File: config.mk
export PLATFORM = sky130hd
export DESIGN_NAME = m4t_ctrl
export DESIGN_NICKNAME = d
export VERILOG_FILES = /design/src/rtl/core/m4t_pkg.sv /design/src/rtl/core/m4t_ctrl.sv
export SDC_FILE = /design/constraint.sdc
export NUM_CORES = 1
export LEC_CHECK = 0
export ABC_CLOCK_PERIOD_IN_PS = 1800
export BUFFER_PORTS_ARGS = -buffer_cell sky130_fd_sc_hd__buf_2
export CAP_MARGIN = 20
export CORE_MARGIN = 1
export CORE_UTILIZATION = 35
export CTS_CLUSTER_SIZE = 16
export DETAILED_ROUTE_END_ITERATION = 8
export GPL_TIMING_DRIVEN = 0
export SLEW_MARGIN = 5
export SYNTH_ARGS = -nofsm -noshare
export SYNTH_HDL_FRONTEND = slang
export SYNTH_SLANG_ARGS = --single-unit
File: constraint.sdc
create_clock -name clk_i -period 1.8 [get_ports clk_i]
set_input_delay 0.09 -clock clk_i [delete_from_list [all_inputs] [get_ports clk_i]]
set_output_delay 0.09 -clock clk_i [all_outputs]
set_load 0.05 [all_outputs]
File: src/rtl/core/m4t_pkg.sv
// package: shared constants, codes and control types of the matrix transform unit
`default_nettype none
package m4t_pkg;

  localparam int FRAC_BITS = 16;
  localparam int DATA_W    = 32;
  // floored product fits 64 - FRAC_BITS bits, four of them two more
  localparam int ACC_W     = 2 * DATA_W - FRAC_BITS + 2;

  localparam logic signed [DATA_W-1:0] ONE_FX = DATA_W'(64'sd1 <<< FRAC_BITS);

  localparam logic [2:0] CMD_WR_CUR = 3'd0;
  localparam logic [2:0] CMD_WR_OPD = 3'd1;
  localparam logic [2:0] CMD_IDENT  = 3'd2;
  localparam logic [2:0] CMD_SETPOS = 3'd3;
  localparam logic [2:0] CMD_TRANS  = 3'd4;
  localparam logic [2:0] CMD_MUL    = 3'd5;
  localparam logic [2:0] CMD_XFORM  = 3'd6;

  typedef enum logic [1:0] {
    ST_IDLE,
    ST_MAC,
    ST_FLUSH,
    ST_FINISH
  } state_e;

  typedef struct packed {
    logic       load;
    logic       issue;
    logic [1:0] col;
    logic [1:0] k;
    logic       finish;
  } ctrl_t;

endpackage
`default_nettype wire

File: src/rtl/core/m4t_ctrl.sv
// controller: command sequencing and stream handshakes
`default_nettype none
module m4t_ctrl (
  input  logic              clk_i,
  input  logic              rst_ni,
  input  logic              s_valid_i,
  input  logic [2:0]        cmd_i,
  output logic              s_ready_o,
  input  logic              m_ready_i,
  output logic              m_valid_o,
  output m4t_pkg::ctrl_t    ctrl_o,
  output m4t_pkg::state_e   state_o
);
  import m4t_pkg::*;

  state_e     state_q, state_d;
  logic [3:0] cnt_q, cnt_d;
  logic       xf_q, xf_d;
  logic       vld_q, vld_d;
  logic       out_free;

  assign out_free = !vld_q || m_ready_i;

  always_ff @(posedge clk_i or negedge rst_ni) begin
    if (!rst_ni) begin
      state_q <= ST_IDLE;
      cnt_q   <= '0;
      xf_q    <= 1'b0;
      vld_q   <= 1'b0;
    end else begin
      state_q <= state_d;
      cnt_q   <= cnt_d;
      xf_q    <= xf_d;
      vld_q   <= vld_d;
    end
  end

  always_comb begin
    state_d   = state_q;
    cnt_d     = cnt_q;
    xf_d      = xf_q;
    vld_d     = vld_q && !m_ready_i;
    s_ready_o = 1'b0;
    ctrl_o    = '0;
    ctrl_o.col = xf_q ? 2'd0 : cnt_q[3:2];
    ctrl_o.k   = cnt_q[1:0];
    case (state_q)
      ST_IDLE: begin
        s_ready_o = 1'b1;
        if (s_valid_i) begin
          ctrl_o.load = 1'b1;
          cnt_d = '0;
          xf_d  = (cmd_i == CMD_XFORM);
          if (cmd_i == CMD_XFORM || cmd_i == CMD_MUL || cmd_i == CMD_TRANS) begin
            state_d = ST_MAC;
          end else begin
            state_d = ST_FINISH;
          end
        end
      end
      ST_MAC: begin
        ctrl_o.issue = 1'b1;
        cnt_d = cnt_q + 4'd1;
        if ((xf_q && cnt_q == 4'd3) || cnt_q == 4'd15) state_d = ST_FLUSH;
      end
      ST_FLUSH: state_d = ST_FINISH;
      ST_FINISH: begin
        if (out_free) begin
          ctrl_o.finish = 1'b1;
          vld_d   = 1'b1;
          state_d = ST_IDLE;
        end
      end
      default: state_d = ST_IDLE;
    endcase
  end

  assign m_valid_o = vld_q;
  assign state_o   = state_q;

endmodule
`default_nettype wire

### Word-level counts from Yosys, hierarchy flattened

Cells that the tools add are included.

| operators by class | value |
|---|---|
| equal/unequal tests | 11 |
| add/sub/neg operators | 1 |
| reduce and logical (&&, ||, !) cells | 13 |
| multiplexer cells | 16 |

Operators by type and width:

| kind | number |
|---|---|
| 2-bit two-way mux | 5 |
| 3-bit equality test (second input constant) | 3 |
| 1-bit two-way mux | 8 |
| 2-bit one-hot mux with 4 select lines | 1 |
| 4-bit one-hot mux with 2 select lines | 1 |
| 2-bit inequality test (second input constant) | 3 |
| 4-bit by 1-bit adder with 4-bit output (second input constant) | 1 |
| 2-bit equality test (second input constant) | 2 |
| 4-bit by 2-bit equality test with 1-bit output (second input constant) | 1 |
| 4-bit equality test (second input constant) | 1 |
| 1-bit logical OR | 4 |
| 4-bit two-way mux | 1 |
| 2-bit AND reduction | 2 |
| 3-bit AND reduction | 1 |
| 2-bit by 1-bit equality test with 1-bit output (second input constant) | 1 |
| 1-bit logical AND | 2 |
| 1-bit zero test | 2 |
| 2-bit zero test | 1 |
| 2-bit nonzero test | 1 |

| storage, ports and cells | value |
|---|---|
| logic and storage cells | 45 |
| register bits after elaboration | 8 |
| output and inout bits | 11 |
| input port bits | 7 |

### Logic depth before layout (Yosys ltp)

Gate-level depths: netlist of run 1.

| depth | value |
|---|---|
| word-level depth | 6 |
| depth in mapped cells | 5 |
| depth with buffers taken out | 5 |

### Worst setup path after synthesis of run 1

Ideal clock, no wire load.

| path | value |
|---|---|
| path type | register to register |
| start | register state_q[0] (netlist: state_o[0]) |
| end | register state_q[1] (netlist: state_o[1]) |
| arrival | 2.159 ns |
| buffers on the path | 0 |
| data required time | 1.672 ns |
| library setup time | 0.128 ns |
| stages on the path, launching flop included | 6 |
| period minus slack after synthesis | 2.286 ns |
| path slack | -0.486 ns |
| cell sequence | dfrtp_1 > inv_1 > ha_1 > and2b_1 > a311oi_2 > mux2_1 |

| on the way | value |
|---|---|
| longest elaborated chain between the ends | 3 |
| elaborated cells between the ends (all ways) | 9 |
| those cells by class | eq/ne: 6; mux: 1; reduce/logical: 2 |

RTL lines:

| item | line | text |
|---|---|---|
| start, declared | m4t_ctrl.sv:16 | `state_e state_q, state_d;` |
| start signal, assigned | m4t_ctrl.sv:31 | `state_q <= state_d;` |
| 2-bit by 1-bit equality test with 1-bit output (tied with other cells) | m4t_ctrl.sv:47 | `case (state_q)` |
| 2-bit inequality test (no source line) | n/a |  |
| 3-bit AND reduction (no source line) | n/a |  |

Parallel ways exist; a longest one is shown, timed or not.
A chain may end at the register's enable or synchronous reset.

### Worst setup path after layout of run 1

| path | value |
|---|---|
| start | register cnt_q[0] |
| end | register state_q[1] (netlist: state_o[1]) |

| on the way | value |
|---|---|
| longest elaborated chain between the ends | 5 |
| elaborated cells between the ends (all ways) | 6 |
| those cells by class | eq/ne: 3; reduce/logical: 3 |

RTL lines:

| item | line | text |
|---|---|---|
| start, declared | m4t_ctrl.sv:17 | `logic [3:0] cnt_q, cnt_d;` |
| start signal, assigned | m4t_ctrl.sv:32 | `cnt_q <= cnt_d;` |
| 4-bit by 2-bit equality test with 1-bit output | m4t_ctrl.sv:64 | `if ((xf_q && cnt_q == 4'd3) \|\| cnt_q == 4'd15) state_d = ST_FLUSH;` |
| 1-bit logical AND | m4t_ctrl.sv:64 |  |
| 1-bit logical OR * | m4t_ctrl.sv:64 |  |
| 2-bit inequality test (no source line) * | n/a |  |
| 3-bit AND reduction (no source line) * | n/a |  |

Mark *: on every way between the ends. The rest lies on a longest branch, timed or not.

==> results of run 1 <==
[stage by stage]
step,setup WS (ps),cells
2_1_floorplan,8.57,57
3_3_place_gp,161,89
3_5_place_dp,153,89
4_1_cts,140,94
5_1_grt,41.5,94
6_report,147,94
[metal layers]
| layer | vias up | global-route usage | share of wire | routed length (um) |
|---|---|---|---|---|
| met3 | 2 | 0.0261 | 0.035 | 37 |
| met1 | 211 | 0.179 | 0.52 | 543 |
| met2 | 9 | 0.188 | 0.44 | 459 |
| li1 | 244 | - | - | - |
| met4 | 0 | 0.0774 | 0.0048 | 5 |
| met5 | - | 0 | 0 | 0 |
[registers in the layout, indices dropped and copies added, names as in the netlist]
signal	flops
cnt_q	4
m_valid_o	1
state_o	2
xf_q	1
[cell usage in the layout (no fill, tap or decap), types with 2 or more instances in the layout]
cell / n
buf_2: 17
nand2_1: 7
dfrtp_1: 6
nand2b_1: 5
ha_1: 4
clkbuf_4: 3
inv_2: 2
nor2b_1: 2
mux2i_1: 2
nor2_1: 2
a31oi_1: 2
nand3_1: 2
nor3_1: 2
o21ai_0: 2
buf_4: 2
dfrtp_2: 2
[final timing paths]
path / from / end / slack, ps / cells after the start
hold reg to reg: m_valid_o$_DFF_PN0_ / m_valid_o$_DFF_PN0_ / 520 / 2
max in group asynchronous: rst_ni / state_o[0]$_DFFE_PN0P_ / 1410 / 2
hold / removal: cmd_i[0] / xf_q$_DFFE_PN0P_ / 20 / 2
setup reg to reg: cnt_q[0]$_DFFE_PN0P_ / state_o[1]$_DFFE_PN0P_ / 150 / 4
setup / recovery: cnt_q[0]$_DFFE_PN0P_ / state_o[1]$_DFFE_PN0P_ / 150 / 4
min in group asynchronous: rst_ni / cnt_q[2]$_DFFE_PN0P_ / 200 / 2
[kinds of logic (layout without fill, tap and decap cells)]
family / Yosys count / after routing
DFF: 8 / 8
AOI/OAI and AO/OA: 9 / 9
and+or+nand+nor: 26 / 26
buffers and inverters: 5 / 27
muxes: 3 / 3
adders and majority gates: 6 / 6
[critical path: stages (launching register included)]
cell       delay (ps)
dfrtp_1           430
ha_1              250
nand4bb_1         130
a311oi_2          370
mux2_1            350
[area by class of cell]
class,count,area [um2]
well taps,15,18.8
multi-input cells,44,340
inverters,3,11.3
clock buffers,4,26.3
fillers,125,673
flip-flops and latches,8,203
plain buffers,2,15.0
repair buffers,18,95.1
[report_power, final]
group	switching [uW]	leakage (uW)	internal, uW	total, uW
Sequential	83.6	0.000100	256	340
Combinational	603	0.000238	302	905
Clock	69.9	0.0000150	85.4	155
==> flow_summary.toml, run 1 <==
[outcome]
status = "complete, no violations"

[die]
num_rows = 13
die_area_um2 = 1740
die_height_um = 41.7
num_io_pins = 18
fp.dieW_um = 41.7
core_area_um2 = 1380
start_util = 0.399

[clock_tree]
clk_pin_slew_ps = 60
root_buffer = "clkbuf_4"
cts_setup_buffers = 0
cts-htree-levels = 1
clk_latency_ps = 260
numCtsBuffers = 3
cts.path.max_buffers = 2
cts_sinks = 8
cts_resized = 0
cts_tree = "yes"
cts_hold_buffers = 1

[timing]
fin_crit_sh = 0.918
relSlewSlack = 0.773
slew_violations = 0
max_clock_freq_ghz = 0.605
fin_tns_setup_ps = 0
setup_viol = 0
rsz0062_at_grt = "no"
worst_slew_pin_slew_ps = 340
skew_ps = 1.25
hold-worst-slack_ps = 15.5
layout_min_cycle_time_ps = 1650
hold_viol_final = 0

[global_routing]
antenna_found_initial = 0
grt_pass1_wl_mm = 1.70
grt_start_max_net_pins = 10
grt_pass1_vias = 392
grt_usage = 0.130
grt_overflow = 0

[setup_path]
arrival_ps = 1790
criticalPathCategory = "register to register"
startpoint_type = "register"
crit_required_ps = 1940
cp_max_fo = 6
end_kind = "register"

[power_and_ir_drop]
peakVddDrop_mv = 0.991
p_leak_uw = 0.000353
total_power_uw = 1400
p_per_area_nw_per_um2 = 1970

[logic_synthesis]
synth_nets = 70
synth_warnings = 0
synth_simple_gate_area_frac = 0.265
synthMuxAreaShare = 0.0567
synthAdderAreaFrac = 0.136
synth-compound-area-share = 0.132
synth_largest_area_cell = "dfrtp_1"
yosysMostFrequentCell = "dfrtp_1"
synth_ff_type = "dfrtp_1"
synth_top_family_by_area = "simple AND/OR/NAND/NOR gates"
synth_xor_area_frac = 0
synth-edff-count = 0
ys_seq_area_frac = 0.363
ys_async_sr_fraction = 1.00
ys_top_cells_by_area = "dfrtp_1 36%, ha_1 14%, nand2b_1 5.7%, nand2_1 4.8%, mux2i_1 3.6%"
synth.distinct_cells = 25
syn_area_um2 = 552
syn_avg_cell_area_um2 = 9.68
yosys.area.top_type_share = 0.363
ys_ff_latch = 8
synthTopCellsByCount = "8 x dfrtp_1, 7 x nand2_1, 6 x ha_1"
synthCells = 57

[cells_and_area]
syn2layout_area_growth_pct = 28.6
final_util = 0.513
drive_gt1_frac = 0.367
insertedDiodeCount = 0
postLayoutCellArea_um2 = 709
fin_nets = 93

[detailed_routing]
wirelength_mm = 1.05
drc = 0
antenna_left = 0
wl_per_cell_um = 11.1
drtIter0Drc = 8
vias_per_cell = 4.96
firstDrtPassIters = 2
num_vias = 466

[placement]
place_area_um2 = 673
gp_congestion = 0.742
dp_hpwl_um = 802
numPortBuffers = 17

[job]
drv_cap = 0

[worst_hold_path]
hold_class = "input pin to register"
No activity file was read; power rests on OpenSTA's default activity.
==> inputs of run 2 (changes only) <==
--- a/config.mk
+++ b/config.mk
@@ -13,6 +13,7 @@
 export CTS_CLUSTER_SIZE = 16
 export DETAILED_ROUTE_END_ITERATION = 8
 export GPL_TIMING_DRIVEN = 0
+export PLACE_DENSITY = 0.66
 export SLEW_MARGIN = 5
 export SYNTH_ARGS = -nofsm -noshare
 export SYNTH_HDL_FRONTEND = slang
==> run 2 against run 1 <==
Hold slack better by 5.8 ps. Total power decreased by 0.14%. Routed wire length is 0.38% lower. Register-to-register slack gained 20 ps. Count of clock-buffer cells in the layout stayed put. Global-route usage increased by 1.2 points. Clock power barely moved. Non-clock buffer count did not move. Die area did not move. Fmax rose by 0.96%. Critical path type unchanged. Largest cell class unchanged.
==> flow_summary.toml, run 2 (same netlist as run 1, synthesis figures left out) <==
[die]
fp.dieW_um = 41.7
start_util = 0.399
die_area_um2 = 1740
die_height_um = 41.7
num_io_pins = 18
num_rows = 13
core_area_um2 = 1380

[clock_tree]
clk_latency_ps = 260
cts_sinks = 8
cts-htree-levels = 1
cts_setup_buffers = 0
cts_tree = "yes"
root_buffer = "clkbuf_4"
cts_resized = 0
clk_pin_slew_ps = 60
cts.path.max_buffers = 2
cts_hold_buffers = 1
numCtsBuffers = 3

[timing]
layout_min_cycle_time_ps = 1640
hold-worst-slack_ps = 21.3
hold_viol_final = 0
max_clock_freq_ghz = 0.611
slew_violations = 0
relSlewSlack = 0.800
fin_tns_setup_ps = 0
worst_slew_pin_slew_ps = 292
setup_viol = 0
fin_crit_sh = 0.910
skew_ps = 6.10
rsz0062_at_grt = "no"

[setup_path]
criticalPathCategory = "register to register"
arrival_ps = 1780
critical_path.cell_chain = "ha_1, and3b_1, a311oi_2, mux2_1"
crit_required_ps = 1940
crit_slowest_cell = "dfrtp_2"
startpoint_type = "register"
slowest_delay_ps = 430
cp_max_fo = 4
end_kind = "register"
reg2reg_depth = 4

[detailed_routing]
drc = 0
firstDrtPassIters = 3
wirelength_mm = 1.04
vias_per_cell = 5.10
antenna_left = 0
drtIter0Drc = 2
wl_per_cell_um = 11.1
num_vias = 479

[placement]
numPortBuffers = 17
dp_hpwl_um = 810
placed_cells = 89
gp_congestion = 0.710

[cells_and_area]
top_register = "cnt_q"
mostFrequentLayoutCells = "17 x buf_2, 7 x nand2_1, 6 x dfrtp_1"
final_cells = 94
fin_nets = 93
insertedDiodeCount = 0
layout_commonest_cell = "buf_2"
largest_reg_flops = 4
final_util = 0.513
drive_gt1_frac = 0.367
syn2layout_area_growth_pct = 28.6

[global_routing]
grt_start_max_net_pins = 10
grt_pass1_wl_mm = 1.79
antenna_found_initial = 0
grt_usage = 0.142
grt_overflow = 0
grt_pass1_vias = 433

[power_and_ir_drop]
peakVddDrop_mv = 0.970
p_leak_uw = 0.000353
total_power_uw = 1400
p_per_area_nw_per_um2 = 1970

[worst_hold_path]
min_path_cells = 2
hold_class = "input pin to register"

[job]
drv_cap = 0

[outcome]
status = "complete, no violations"
-- run 2: layout make-up --
cell class	instances	area, um2
flip-flops and latches	8	203
multi-input cells	44	340
fillers	128	673
inverters	3	11.3
well taps	15	18.8
clock buffers	4	26.3
repair buffers	18	95.1
plain buffers	2	15.0
-- run 2: through the flow --
| step | worst slack (ps) | cell area [um2] |
|---|---|---|
| 2_1_floorplan | 8.57 | 569 |
| 3_3_place_gp | 168 | 673 |
| 3_5_place_dp | 165 | 673 |
| 4_1_cts | 146 | 709 |
| 5_1_grt | 70.3 | 709 |
| 6_report | 163 | 709 |
-- run 2: path summary, 6_finish.rpt --
| check | startpoint | to | slack (ps) |
|---|---|---|---|
| max in group asynchronous | rst_ni | state_o[0]$_DFFE_PN0P_ | 1420 |
| min in group asynchronous | rst_ni | state_o[1]$_DFFE_PN0P_ | 200 |
| worst min register to register | m_valid_o$_DFF_PN0_ | m_valid_o$_DFF_PN0_ | 530 |
| worst min-delay path | cmd_i[0] | xf_q$_DFFE_PN0P_ | 20 |
| worst max register to register | state_o[0]$_DFFE_PN0P_ | state_o[1]$_DFFE_PN0P_ | 160 |
| worst max-delay path | state_o[0]$_DFFE_PN0P_ | state_o[1]$_DFFE_PN0P_ | 160 |
-- run 2: report_power, final --
| part | internal [uW] | switching (uW) |
|---|---|---|
| sequential | 256 | 84.7 |
| combinational | 302 | 601 |
| clock | 85.3 | 68.2 |
-- run 2: worst max-delay path: cells and delay by family (launching register included) --
kind	cells	cell delay, ps
flops	1	430
compound gates	1	330
fa+ha+maj	1	210
mux	1	360
simple gates	1	190
-- run 2: routing by layer --
metal	vias up	global-route usage	wire [um]
met3	4	0.0130	24
met5	-	0	0
met1	219	0.168	509
met2	11	0.213	464
li1	245	-	-
met4	0	0.155	42
